$ cat src/design/assert_macros.svh
// assertion helpers included by the top-level design file
`ifndef ASSERT_MACROS_SVH
`define ASSERT_MACROS_SVH

// same-cycle implication, disabled during reset
`define ASSERT_IMPLIES(label, clk, rst, ante, cons) \
   label: assert property (@(posedge clk) disable iff (rst) (ante) |-> (cons)) \
      else $error("assertion failed");

// next-cycle implication, disabled during reset
`define ASSERT_NEXT(label, clk, rst, ante, cons) \
   label: assert property (@(posedge clk) disable iff (rst) (ante) |=> (cons)) \
      else $error("assertion failed");

`endif

$ cat src/design/ssal_pkg.sv
`timescale 1ns / 1ps
// ---------------------------------------------------------------------------
// ssal_pkg
// Shared types, constants and helpers of the stream slot admission limiter.
// ---------------------------------------------------------------------------
package ssal_pkg;

   localparam int SLOTS = 8;
   localparam int IDX_W = $clog2(SLOTS);
   localparam int OCC_W = $clog2(SLOTS + 1);

   localparam logic [47:0] PENDING_LIMIT_MS = 48'd30000;
   localparam logic [11:0] MAX_SECONDS      = 12'd3600;
   localparam logic [21:0] MS_PER_SECOND    = 22'd1000;

   // request kinds
   typedef enum logic [1:0] {
      KIND_CHECK   = 2'd0,
      KIND_SUCCESS = 2'd1,
      KIND_FAILURE = 2'd2,
      KIND_RELEASE = 2'd3
   } kind_type;

   // result status codes
   typedef enum logic [1:0] {
      STATUS_OK      = 2'd0,
      STATUS_RATE    = 2'd1,
      STATUS_NO_SLOT = 2'd2
   } status_type;

   // configuration register indexes
   localparam logic [2:0] CSR_ENABLE        = 3'd0;
   localparam logic [2:0] CSR_MAX_REQUESTS  = 3'd1;
   localparam logic [2:0] CSR_WINDOW_SEC    = 3'd2;
   localparam logic [2:0] CSR_IDLE_SEC      = 3'd3;
   localparam logic [2:0] CSR_MAX_SLOTS     = 3'd4;
   localparam logic [2:0] CSR_SWITCH_SEC    = 3'd5;

   typedef struct packed {
      logic [1:0]  req_type;
      logic [47:0] now_ms;
      logic [31:0] client_id;
      logic [15:0] service_id;
      logic [15:0] program_id;
   } req_item_type;

   typedef struct packed {
      logic [1:0]  status;
      logic [21:0] wait_ms;
   } rsp_item_type;

   typedef enum logic [2:0] {
      ST_IDLE,
      ST_WINDOW,
      ST_PURGE,
      ST_FIND,
      ST_APPLY
   } state_type;

   // controller to datapath
   typedef struct packed {
      logic load;
      logic window;
      logic purge;
      logic find;
      logic apply;
   } cmd_type;

   // datapath to controller
   typedef struct packed {
      logic out_busy;
   } stat_type;

   // seconds to milliseconds, zero means one second, clamped to an hour
   function automatic logic [21:0] span_ms(input logic [11:0] seconds);
      logic [21:0] r;
      if (seconds == 12'd0) begin
         r = MS_PER_SECOND;
      end else if (seconds > MAX_SECONDS) begin
         r = 22'(MAX_SECONDS) * MS_PER_SECOND;
      end else begin
         r = 22'(seconds) * MS_PER_SECOND;
      end
      return r;
   endfunction

endpackage

$ cat src/design/ssal_ctrl.sv
`timescale 1ns / 1ps
// ---------------------------------------------------------------------------
// ssal_ctrl
// Sequencer: window restart, purge, search, then apply and post the result.
// ---------------------------------------------------------------------------
module ssal_ctrl import ssal_pkg::*; (
   input  logic     clock,
   input  logic     reset,
   input  logic     req_valid,
   output logic     req_stall,
   input  stat_type stat,
   output cmd_type  cmd
);

   state_type state_ff, state_in;

   // state register
   always_ff @(posedge clock) begin
      if (reset) begin
         state_ff <= ST_IDLE;
      end else begin
         state_ff <= state_in;
      end
   end

   // next state and commands
   always_comb begin
      state_in  = state_ff;
      cmd       = '0;
      req_stall = 1'b1;
      unique case (state_ff)
         ST_IDLE: begin
            req_stall = 1'b0;
            if (req_valid) begin
               cmd.load = 1'b1;
               state_in = ST_WINDOW;
            end
         end
         ST_WINDOW: begin
            cmd.window = 1'b1;
            state_in   = ST_PURGE;
         end
         ST_PURGE: begin
            cmd.purge = 1'b1;
            state_in  = ST_FIND;
         end
         ST_FIND: begin
            cmd.find = 1'b1;
            state_in = ST_APPLY;
         end
         ST_APPLY: begin
            if (!stat.out_busy) begin
               cmd.apply = 1'b1;
               state_in  = ST_IDLE;
            end
         end
         default: state_in = ST_IDLE;
      endcase
   end

endmodule

$ cat config.mk
export PLATFORM = sky130hd
export DESIGN_NAME = ssal_ctrl
export DESIGN_NICKNAME = d
export VERILOG_FILES = /design/src/design/assert_macros.svh /design/src/design/ssal_pkg.sv /design/src/design/ssal_ctrl.sv
export SDC_FILE = /design/constraint.sdc
export NUM_CORES = 1
export LEC_CHECK = 0
export BUFFER_PORTS_ARGS = -buffer_cell sky130_fd_sc_hd__buf_2
export CAP_MARGIN = 0
export CORE_AREA = 8 8 45 47
export DETAILED_ROUTE_END_ITERATION = 8
export DIE_AREA = 0 0 53 55
export GPL_ROUTABILITY_DRIVEN = 0
export GPL_TIMING_DRIVEN = 0
export HOLD_SLACK_MARGIN = 0.15
export MAX_ROUTING_LAYER = met4
export PLACE_DENSITY = 0.41
export SYNTH_ARGS = -nofsm -noshare
export SYNTH_HDL_FRONTEND = slang
export SYNTH_SLANG_ARGS = --single-unit
$ cat constraint.sdc
create_clock -name clock -period 1.4 [get_ports clock]
set_input_delay 0.21 -clock clock [delete_from_list [all_inputs] [get_ports clock]]
set_output_delay 0.21 -clock clock [all_outputs]
set_load 0.05 [all_outputs]
==> summary.md <==
| Metric | Value |
|---|---|
| # diodes | 0 |
| Vias per cell | 3.830 |
| Initial core utilization | 0.1166 |
| Synth Instances | 16 |
| Achievable frequency | roughly 700 MHz |
| R2r worst-path depth | 3 |
| Library cells used by synthesis | 13 |
| Final global-route overflow total | 0 |
| Vias | 180 |
| Worst r2r src | state_ff[0] |
| Maxcap violations | 0 |
| Clk slew on worst S/H paths | 0.04 ns |
| Hold Fails Final Rpt | 0 |
| Pin count of the biggest net entering global routing | 9 |
| Biggest registers after layout | state_ff x3 |
| Global-route wire length before repair | roughly 780 um |
| VDD IR max | between 0.2 and 0.3 mV |
| Total Routing Usage GR | 0.04110 |
| Number of flip-flops in the largest register | 3 |
| Yosys Warn Count | 0 |
| WL final | 501 um |
| Crit path launch type | register |
| Outcome | finished with violations |
| CTS tree | done |
| Synthesized area | 161.4 um2 |
| Placed cell areas | approximately 240 um2 |
| Avg Synthesized Cell Area | ~10 um2 |
| Clock tree buffer depth | 2 |
| Util after Layout | 0.2242 |
| Min-delay src | reset |
| Worst R2R Setup Slack | between 0.4 and 0.5 ns |
| Final instance area | roughly 310 um2 |
| DRC viols | 0 |
| Critical path arrival | approximately 1.2 ns |
| Antenna-violating nets left | 0 |
| Rel. slew slack | 0.8319 |
| Worst-Margin Slew | between 0.2 and 0.3 ns |
| Lkg Pwr | approximately 0.15 nW |
| Hold Path Sink | state_ff[0] |
| CORE AREA | roughly 0.0014 mm2 |
| Antenna violations before repair | 0 |
| Most flops, register | state_ff |
| Synthesis-stage register bit count | 3 |
| Max Transition Viols Final | 0 |
| Register area share after synthesis | 0.3721 |
| Fill count | between 150 and 200 |
| Final setup margin | -0.02882 ns |
| CP Class | register to output pin |
| Number of port buffers | 9 |
| Dpl hpwl | approximately 380 um |
| I/O pin cnt | 10 |
| Root Buffer | clkbuf_4 |
| Die ar. | between 0.002 and 0.003 mm2 |
| Critical Path RT | 1.19 ns |
| Height of the die | 55 um |
| Vias in the first global route | ~190 |
| Worst-path fanout max | 5 |
| Failing checks | setup timing |
| CP endpoint kind | output pin |
| Placed insts | between 40 and 50 |
| Final period utilization | 1.021 |
| Clock skew | between 0.001 and 0.0015 ns |
| Layout cells sized above 1 | 0.7097 |
| DR pass1 iterations | 1 |
| Layout Nets | 36 |
| Starting DRT DRC Count | 0 |
| Layout area overhead | 92.25% |
| Setup Viol. Count Final | 2 |
| Syn_nets | 20 |
| Clock Sinks | 3 |
| Worst skew pair latency | approximately 0.23 ns |
| Fin cells | 47 |
| Hold crit path type | input pin to register |
| Hold path depth | 2 |
| H-tree levels | 1 |
| Total CTS buffers | 3 |
| PwrDens | 1324 mW/mm2 |
| Chip Width | roughly 53 um |
| Most common cell after layout, fill and taps aside | buf_2 |
| Row count | 14 |
| Min Clock Period, post-route | 1.429 ns |
| RSZ-0062 raised after global routing | yes |
| Commonest non-fill, non-tap cells in the layout | buf_2, clkbuf_4, buf_4 |
| R2r endpoint | state_ff[2] |
| Routed len/inst | roughly 11 um |
-- cells by family after synthesis --
logic type,after synthesis,share of synthesized area
AND/OR/NAND/NOR,10,0.4883
flip-flops,3,0.3721
AO/OA/AOI/OAI,1,0.06202
XOR/XNOR,1,0.05427
buffers and inverters,1,0.02323
-- where the power goes --
group	switching (mW)	internal, mW
sequential	0.0145	0.0938
combinational	0.0942	0.0594
clock	0.0422	0.107
total	0.151	0.260
-- routing by layer --
| metal | routed length, um | track usage | up-vias |
|---|---|---|---|
| li1 | - | - | 89 |
| met1 | 151 | 0.02888 | 83 |
| met2 | 249 | 0.05469 | 8 |
| met3 | 100 | 0.04545 | 0 |
| met4 | 0 | 0.03879 | 0 |
| met5 | 0 | - | - |
-- Yosys cell counts --
cell type	instances	area, um2
dfxtp_1	3	60.06
nor3b_1	2	15.01
and3b_2	1	10.01
and4bb_1	1	12.51
inv_1	1	3.750
nor2_1	1	3.750
nor2_2	1	6.260
nor3_1	1	5.000
nor4_1	1	6.260
nor4b_1	1	8.760
o21ba_1	1	10.01
or3_4	1	11.26
xnor2_1	1	8.760
-- area by class of cell --
cell class,count,area (um2),share of cell area
repair buffers,11,77.57,0.2500
flip-flops and latches,3,68.82,0.2218
multi-input cells,12,113.9,0.3669
inverters,1,3.754,0.01210
clock buffers,4,26.28,0.08468
well taps,16,20.02,0.06452
-- worst max-delay path: stages (launching register included) --
cell and delay, ns:
dfxtp_4 0.35, or3_4 0.40, nor2_4 0.10, buf_8 0.15
-- through the flow --
| step | setup slack [ns] | total power, mW | hold slack [ns] | TNS, ns |
|---|---|---|---|---|
| 4_1_cts | -0.04380 | 0.4106 | 0.1563 | -0.06437 |
| 3_5_place_dp | 0.08163 | 0.2392 | 0.4098 | 0 |
| 3_3_place_gp | 0.09930 | 0.2376 | 0.4047 | 0 |
| 6_report | -0.02882 | 0.4108 | 0.1607 | -0.03815 |
| 2_1_floorplan | -0.4196 | 0.2109 | 0.2867 | -0.9915 |
| 5_1_grt | -0.07113 | 0.4369 | 0.1699 | -0.1161 |
-- worst max path at each step --
stage	from	to	cells after the start
floorplan	state_ff[1]	cmd[2]	1
global placement	state_ff[2]	cmd[4]	3
detailed placement	state_ff[2]	cmd[4]	3
CTS	state_ff[0]	cmd[4]	3
global route	state_ff[0]	cmd[4]	3
finish	state_ff[0]	cmd[4]	3
-- timing repair --
item                                    CTS  global route
gates resized for setup                   8             4
buffers inserted                          2             0
pin swaps                                 1             0
hold buffers                              0             0
endpoints found under the setup margin    6             6
Note: power is estimated with default switching activity, not from simulation.
